==> src/hw/rtl/csm_pkg.sv <==
// Shared types, constants and helpers for the case folding substring matcher.
package csm_pkg;

  localparam int PATTERN_MAX = 128;
  localparam int LEN_W       = $clog2(PATTERN_MAX + 1);
  localparam int IDX_W       = (PATTERN_MAX > 1) ? $clog2(PATTERN_MAX) : 1;

  localparam int QDEPTH  = 2;
  localparam int QPTR_W  = $clog2(QDEPTH);
  localparam int QCNT_W  = $clog2(QDEPTH + 1);

  localparam logic [7:0] UPPER_LO    = 8'd65;
  localparam logic [7:0] UPPER_HI    = 8'd90;
  localparam logic [7:0] FOLD_OFFSET = 8'd32;

  typedef enum logic [1:0] {
    OP_CLEAR  = 2'd0,
    OP_APPEND = 2'd1,
    OP_TEXT   = 2'd2,
    OP_END    = 2'd3
  } op_t;

  typedef struct packed {
    logic [1:0] operation;
    logic [7:0] data_byte;
  } in_t;

  typedef struct packed {
    logic found;
    logic pattern_overflow;
  } out_t;

  typedef struct packed {
    op_t        op;
    logic [7:0] data;
  } cmd_t;

  function automatic logic [7:0] fold_upper(input logic [7:0] c);
    logic [7:0] r;
    r = c;
    if (c >= UPPER_LO && c <= UPPER_HI) begin
      r = c + FOLD_OFFSET;
    end
    return r;
  endfunction

endpackage

==> src/hw/rtl/csm_front.sv <==
// Front end: takes input transfers, folds pattern bytes and queues commands.
module csm_front import csm_pkg::*; (
  input  logic clk,
  input  logic rst,
  input  logic in_valid,
  output logic in_stall,
  input  in_t  in_item,
  output logic cmd_valid,
  input  logic cmd_stall,
  output cmd_t cmd
);

  cmd_t              q [QDEPTH];
  logic [QPTR_W-1:0] wr_ptr;
  logic [QPTR_W-1:0] rd_ptr;
  logic [QCNT_W-1:0] count;
  logic              push;
  logic              pop;
  cmd_t              classified;

  assign in_stall  = (count == QCNT_W'(QDEPTH));
  assign push      = in_valid && !in_stall;
  assign cmd_valid = (count != '0);
  assign pop       = cmd_valid && !cmd_stall;
  assign cmd       = q[rd_ptr];

  // Fold pattern letters here so the back end compares raw text bytes.
  always_comb begin
    classified.op   = op_t'(in_item.operation);
    classified.data = in_item.data_byte;
    if (classified.op == OP_APPEND) begin
      classified.data = fold_upper(in_item.data_byte);
    end
  end

  always_ff @(posedge clk) begin
    if (rst) begin
      wr_ptr <= '0;
      rd_ptr <= '0;
      count  <= '0;
    end else begin
      if (push) begin
        wr_ptr <= wr_ptr + 1'b1;
      end
      if (pop) begin
        rd_ptr <= rd_ptr + 1'b1;
      end
      if (push && !pop) begin
        count <= count + 1'b1;
      end else if (pop && !push) begin
        count <= count - 1'b1;
      end
    end
  end

  always_ff @(posedge clk) begin
    if (push) begin
      q[wr_ptr] <= classified;
    end
  end

`ifndef SYNTHESIS
  a_count_range: assert property (@(posedge clk) disable iff (rst)
    count <= QCNT_W'(QDEPTH))
    else $error("queue count beyond depth");

  a_drain: assert property (@(posedge clk) disable iff (rst)
    pop && !push |=> count == QCNT_W'($past(count) - 1'b1))
    else $error("queue count did not drop on drain");

  a_pass_empty: assert property (@(posedge clk) disable iff (rst)
    push && count == '0 |=> cmd_valid && cmd == $past(classified))
    else $error("queued command not at head");
`endif

endmodule

==> src/hw/rtl/csm_back.sv <==
// Back end: pattern store, parallel partial-match vector and result register.
module csm_back import csm_pkg::*; (
  input  logic clk,
  input  logic rst,
  input  logic cmd_valid,
  output logic cmd_stall,
  input  cmd_t cmd,
  output logic out_valid,
  input  logic out_stall,
  output out_t out_item
);

  logic [7:0]             store [PATTERN_MAX];
  logic [LEN_W-1:0]       len;
  logic [PATTERN_MAX-1:0] pm;
  logic [PATTERN_MAX-1:0] pm_text;
  logic                   found_flag;
  logic                   overflow;
  logic                   pop;
  logic                   full;
  logic                   hit;
  logic [IDX_W-1:0]       wr_idx;
  logic [IDX_W-1:0]       last_idx;

  // Hold end-of-text while the result register is still occupied.
  assign cmd_stall = (cmd.op == OP_END) && out_valid && out_stall;
  assign pop       = cmd_valid && !cmd_stall;
  assign full      = (len >= LEN_W'(PATTERN_MAX));
  assign wr_idx    = len[IDX_W-1:0];
  assign last_idx  = IDX_W'(len - 1'b1);

  // Positions at or above the length may go stale; nothing reads them and
  // every pattern change clears the vector.
  always_comb begin
    pm_text[0] = (store[0] == cmd.data);
    for (int k = 1; k < PATTERN_MAX; k++) begin
      pm_text[k] = pm[k-1] && (store[k] == cmd.data);
    end
  end

  assign hit = (len != '0) && pm_text[last_idx];

  always_ff @(posedge clk) begin
    if (rst) begin
      len        <= '0;
      pm         <= '0;
      found_flag <= 1'b0;
      overflow   <= 1'b0;
      out_valid  <= 1'b0;
    end else begin
      if (out_valid && !out_stall && !(pop && cmd.op == OP_END)) begin
        out_valid <= 1'b0;
      end
      if (pop) begin
        case (cmd.op)
          OP_CLEAR: begin
            len        <= '0;
            overflow   <= 1'b0;
            pm         <= '0;
            found_flag <= 1'b0;
          end
          OP_APPEND: begin
            if (full) begin
              overflow <= 1'b1;
            end else begin
              len <= len + 1'b1;
            end
            pm         <= '0;
            found_flag <= 1'b0;
          end
          OP_TEXT: begin
            pm <= pm_text;
            if (hit) begin
              found_flag <= 1'b1;
            end
          end
          default: begin
            out_valid  <= 1'b1;
            pm         <= '0;
            found_flag <= 1'b0;
          end
        endcase
      end
    end
  end

  always_ff @(posedge clk) begin
    if (pop && cmd.op == OP_APPEND && !full) begin
      store[wr_idx] <= cmd.data;
    end
    if (pop && cmd.op == OP_END) begin
      out_item.found            <= (len == '0) || found_flag;
      out_item.pattern_overflow <= overflow;
    end
  end

`ifndef SYNTHESIS
  a_len_range: assert property (@(posedge clk) disable iff (rst)
    len <= LEN_W'(PATTERN_MAX))
    else $error("pattern length beyond capacity");

  a_clear: assert property (@(posedge clk) disable iff (rst)
    pop && cmd.op == OP_CLEAR |=> len == '0 && !overflow && pm == '0 && !found_flag)
    else $error("clear left state behind");

  a_drop: assert property (@(posedge clk) disable iff (rst)
    pop && cmd.op == OP_APPEND && full |=> overflow && len == $past(len))
    else $error("dropped byte not flagged");

  a_end: assert property (@(posedge clk) disable iff (rst)
    pop && cmd.op == OP_END |=> out_valid && pm == '0 && !found_flag)
    else $error("end of text did not post a result");
`endif

endmodule

==> src/hw/rtl/case_folding_substring_matcher.sv <==
// Top level of the case folding substring matcher.
// Usage:
//   Input channel (in_valid / in_stall / in_item) carries commands: clear
//   pattern, append pattern byte, text byte, end of text. A transfer happens
//   on a rising edge with in_valid high and in_stall low.
//   Output channel (out_valid / out_stall / out_item) carries one result per
//   end of text: found and pattern_overflow.
//   Uppercase pattern letters are folded to lowercase; text is compared raw.
//   An empty pattern always reports found.
// Throughput: one command per cycle unless an end of text is held. Every
//   pattern position compares in parallel, so text bytes stream back to back.
// Result path: an end of text passes the two-entry command queue, then the
//   result register, which raises out_valid.
// Stall: while a result waits on out_stall, the next end of text holds at
//   the head of the queue and blocks the commands behind it; commands ahead
//   of it keep executing, and in_stall rises only when the queue is full.
// Reset: rst (synchronous, active high) empties the queue, the pattern
//   length, the match vector and the flags; pattern bytes need no reset.
module case_folding_substring_matcher import csm_pkg::*; (
  input  logic clk,
  input  logic rst,
  input  logic in_valid,
  output logic in_stall,
  input  in_t  in_item,
  output logic out_valid,
  input  logic out_stall,
  output out_t out_item
);

  logic cmd_valid;
  logic cmd_stall;
  cmd_t cmd;

  csm_front u_front (
    .clk       (clk),
    .rst       (rst),
    .in_valid  (in_valid),
    .in_stall  (in_stall),
    .in_item   (in_item),
    .cmd_valid (cmd_valid),
    .cmd_stall (cmd_stall),
    .cmd       (cmd)
  );

  csm_back u_back (
    .clk       (clk),
    .rst       (rst),
    .cmd_valid (cmd_valid),
    .cmd_stall (cmd_stall),
    .cmd       (cmd),
    .out_valid (out_valid),
    .out_stall (out_stall),
    .out_item  (out_item)
  );

endmodule

==> config.mk <==
export PLATFORM = sky130hd
export DESIGN_NAME = case_folding_substring_matcher
export DESIGN_NICKNAME = d
export VERILOG_FILES = /design/src/hw/rtl/csm_pkg.sv /design/src/hw/rtl/csm_front.sv /design/src/hw/rtl/csm_back.sv /design/src/hw/rtl/case_folding_substring_matcher.sv
export SDC_FILE = /design/constraint.sdc
export NUM_CORES = 2
export LEC_CHECK = 0
export CAP_MARGIN = 20
export CORE_MARGIN = 5
export CORE_UTILIZATION = 69
export DETAILED_ROUTE_END_ITERATION = 10
export DONT_BUFFER_PORTS = 1
export PLACE_DENSITY = 0.9
export SYNTH_ARGS = -nofsm -noshare
export SYNTH_HDL_FRONTEND = slang
export SYNTH_SLANG_ARGS = --single-unit
export TNS_END_PERCENT = 1
==> constraint.sdc <==
create_clock -name clk -period 10.5 [get_ports clk]
set_clock_uncertainty 0.2 [all_clocks]
set_input_delay 1.05 -clock clk [delete_from_list [all_inputs] [get_ports clk]]
set_output_delay 1.05 -clock clk [all_outputs]
set_load 0.02 [all_outputs]
==> key figures <==
Routing
  • DRT Wirelength: 134 mm
  • Router iterations before antenna repair: 6
  • Antenna Nets Post-Route: 0
  • Routed wire per std cell: 28.6 µm
  • 1st-iter DRT viols: 4,735
  • Vias: 31,900
  • DRC: 0
  • Vias per Instance: 6.80

Timing
  • RSZ-0062 raised after global routing: no
  • Least-Margin Pin Slew: 1180 ps
  • Fin worst setup slack: 5140 ps
  • # setup viols final: 0
  • FMAX: 0.187 GHz
  • Slew HR: 0.214
  • Max-slew violations: 0
  • Min cycle time layout: 5360 ps
  • Final period util: 0.510
  • Endpoints failing hold: 0
  • Setup TNS: 0 ps

Global route
  • Tot GR Track Use: 0.334
  • First-pass GRT wire length: 198 mm
  • Vias in the first global route: 32,500
  • Largest net degree at the start of global routing: 139
  • Antenna violations before repair: 3
  • GR Overflow Total: 0

Yosys
  • Mapped cell area: 0.0510 mm²
  • Yosys warning count: 0
  • Mapped Cells: 3,658
  • Yosys cell types: 56
  • Share of the yosys chip area belonging to registers: 0.672
  • Post-synth EDFFs: 1,046
  • Synth Register Bits: 1,189
  • Syn_nets: 3,677
  • Primary FF master, synth: edfxtp_1
  • Area leader, netlist: edfxtp_1
  • Avg Cell Area, Syn: 13.9 µm²
  • Async SR Flop Fraction: 0
  • Synth area leaders: edfxtp_1 62%, xnor2_1 18%, dfxtp_1 5.6%
  • Yosys top cell area share: 0.616

Floorplanning
  • Die width: 282 µm
  • Die H: 282 µm
  • Total die area: 0.0794 mm²
  • I/O Pins: 18
  • Core area: 0.0731 mm²
  • Initial Util: 0.697
  • Row count: 99

Setup path
  • Crit-path max cell delay: 900 ps
  • CP max-delay cell: buf_4
  • Crit path kind: reg -> reg
  • CP required: 10,920 ps
  • Worst setup EP type: flop
  • CP most frequent cell: buf_4
  • Critical-path cell list: buf_4 > mux2i_4 > buf_4 > buf_4 > xnor2_1 > nor4_1 > nand4_1 > a2111oi_0 > nand4_1 > nand2_1 > o31ai_1 > o22ai_1
  • Buf+Inv Stages, Crit Path: 3
  • Critical Path AT: 5780 ps
  • Startpoint Class: flop
  • Critical path fanouts, max: 46
  • CP delay by family, top: buffers and inverters

Placed design
  • DP Worst Slack: 5690 ps
  • Port Buf Inserts: 0
  • # placed instances: 4,479
  • GPL Wtd Cong: 0.892
  • Placed cell area: 0.0518 mm²
  • Post-DP HPWL: 68.5 mm

Clock network
  • CTS tree: yes
  • Num CTS Buffers: 113
  • Clock Latency Late Sink: 690 ps
  • Reg clk slew, reported paths: 70 ps
  • CTS hold repair buffers: 0
  • Number of H-tree levels: 3
  • Clock sink count: 1,189
  • Post_cts resized: 0
  • Deepest clock path buffer count: 3
  • Number of post-CTS setup repair buffers: 0
  • Clk root buf: clkbuf_16

Flow run
  • MaxCap Viol Count: 0

Pwr
  • Max IR drop VDD: 0.292 mV
  • LEAKAGE: 16.2 nW
  • Power Density: 238 mW/mm²

Cells and area
  • Filler instances: 3,884
  • Nets: 3,654
  • Area Overhead vs Synth: 8.96%
  • Share of cells above drive strength 1: 0.0672
  • Design area: 0.0555 mm²
  • Cell Count, Final, Fillers Out: 4,698

Worst hold path
  • Hold Path Class: in -> reg

Run status
  • Outcome: complete, no violations
through the flow:
stage                     hold slack, ps  power, W   util
final                                230    0.0132  0.760
after global routing                 220    0.0135  0.760
after CTS                            232    0.0131  0.760
after detailed placement             230   0.00910  0.709
after global placement               225   0.00901  0.709
after floorplan                      209   0.00802      -
worst register-to-register path: cells and delay by family (launching register included):
kind | cells | cell delay [ps]
buffers and inverters | 3 | 1990
and+or+nand+nor | 4 | 1170
AOI/OAI and AO/OA | 3 | 1150
DFF | 1 | 300
muxes | 1 | 290
xor gates and xnor gates | 1 | 200
cell usage after synthesis (all sizes together) (4+ instances only):
library cell	instances
a211oi	7
a21o	4
a21oi	117
a22oi	16
a31oi	32
and2	64
buf	119
clkbuf	69
dfxtp	143
edfxtp	1046
ha	5
inv	13
mux2i	10
nand2	147
nand2b	4
nand3	37
nand4	166
nor2	238
nor2b	28
nor3	132
nor4	127
o211ai	7
o21ai	48
o31ai	4
or3	5
xnor2	1028
xor2	11
cells in the final DEF (no fill, tap or decap), types with 63 or more instances in the layout:
cell type / n
and2_1: 63
dfxtp_1: 143
nand2_1: 141
nor2_1: 236
edfxtp_1: 1046
nor3_1: 132
nand4_1: 166
nor4_1: 127
a21oi_1: 117
xnor2_1: 1026
clkbuf_16: 117
per-layer routing:
layer	share of wire	track usage	vias to the layer above
met5	0.00017	0	-
met4	0.062	0.173	4
met3	0.13	0.0871	683
met2	0.46	0.535	2657
met1	0.34	0.428	15500
li1	-	-	13100
report_power, final:
group | leakage (nW) | total, W | switching, W | internal (W)
sequential | 10.6 | 0.00556 | 0.0000232 | 0.00554
clock | 1.79 | 0.00405 | 0.00175 | 0.00229
combinational | 3.88 | 0.00360 | 0.00253 | 0.00108
total | 16.2 | 0.0132 | 0.00430 | 0.00891
logic make-up after synthesis:
family,synth area share
multiplexers,0.00300
buffers and inverters,0.0212
AO/OA/AOI/OAI,0.0294
XOR/XNOR,0.179
adder cells (fa/ha/maj),0.00123
AND/OR/NAND/NOR,0.0942
flip-flops,0.672
flip-flops by register name (all words and copies together) (netlist names), named ones only:
signal             flops
u_back.len             8
u_back.out_valid       1
u_front.count          2
u_front.rd_ptr         1
u_front.q             20
u_back.store        1024
u_back.pm            127
u_back.overflow        1
u_back.out_item        2
u_front.wr_ptr         1
u_back.found_flag      1
area by class of cell:
| type | count | area (µm²) | area share |
|---|---|---|---|
| multi-input cells | 2266 | 15800 | 0.284 |
| well taps | 959 | 1200 | 0.0216 |
| repair buffers | 50 | 475 | 0.00856 |
| flip-flops and latches | 1189 | 34300 | 0.617 |
| clock inverters | 49 | 438 | 0.00789 |
| clock buffers | 167 | 3260 | 0.0586 |
| inverters | 15 | 98.8 | 0.00178 |
| diodes | 3 | 7.51 | 0.000135 |
worst paths after layout:
kind	endpoint	slack [ps]	depth (start not counted)	startpoint
hold / removal	u_back.pm[95]	230	1	rst
hold reg to reg	u_back.out_item[0]	250	0	u_back.overflow
setup / recovery	u_back.found_flag	5140	12	flop
setup reg to reg	u_back.found_flag	5140	12	flop
Note: power is estimated with default switching activity, not from simulation.
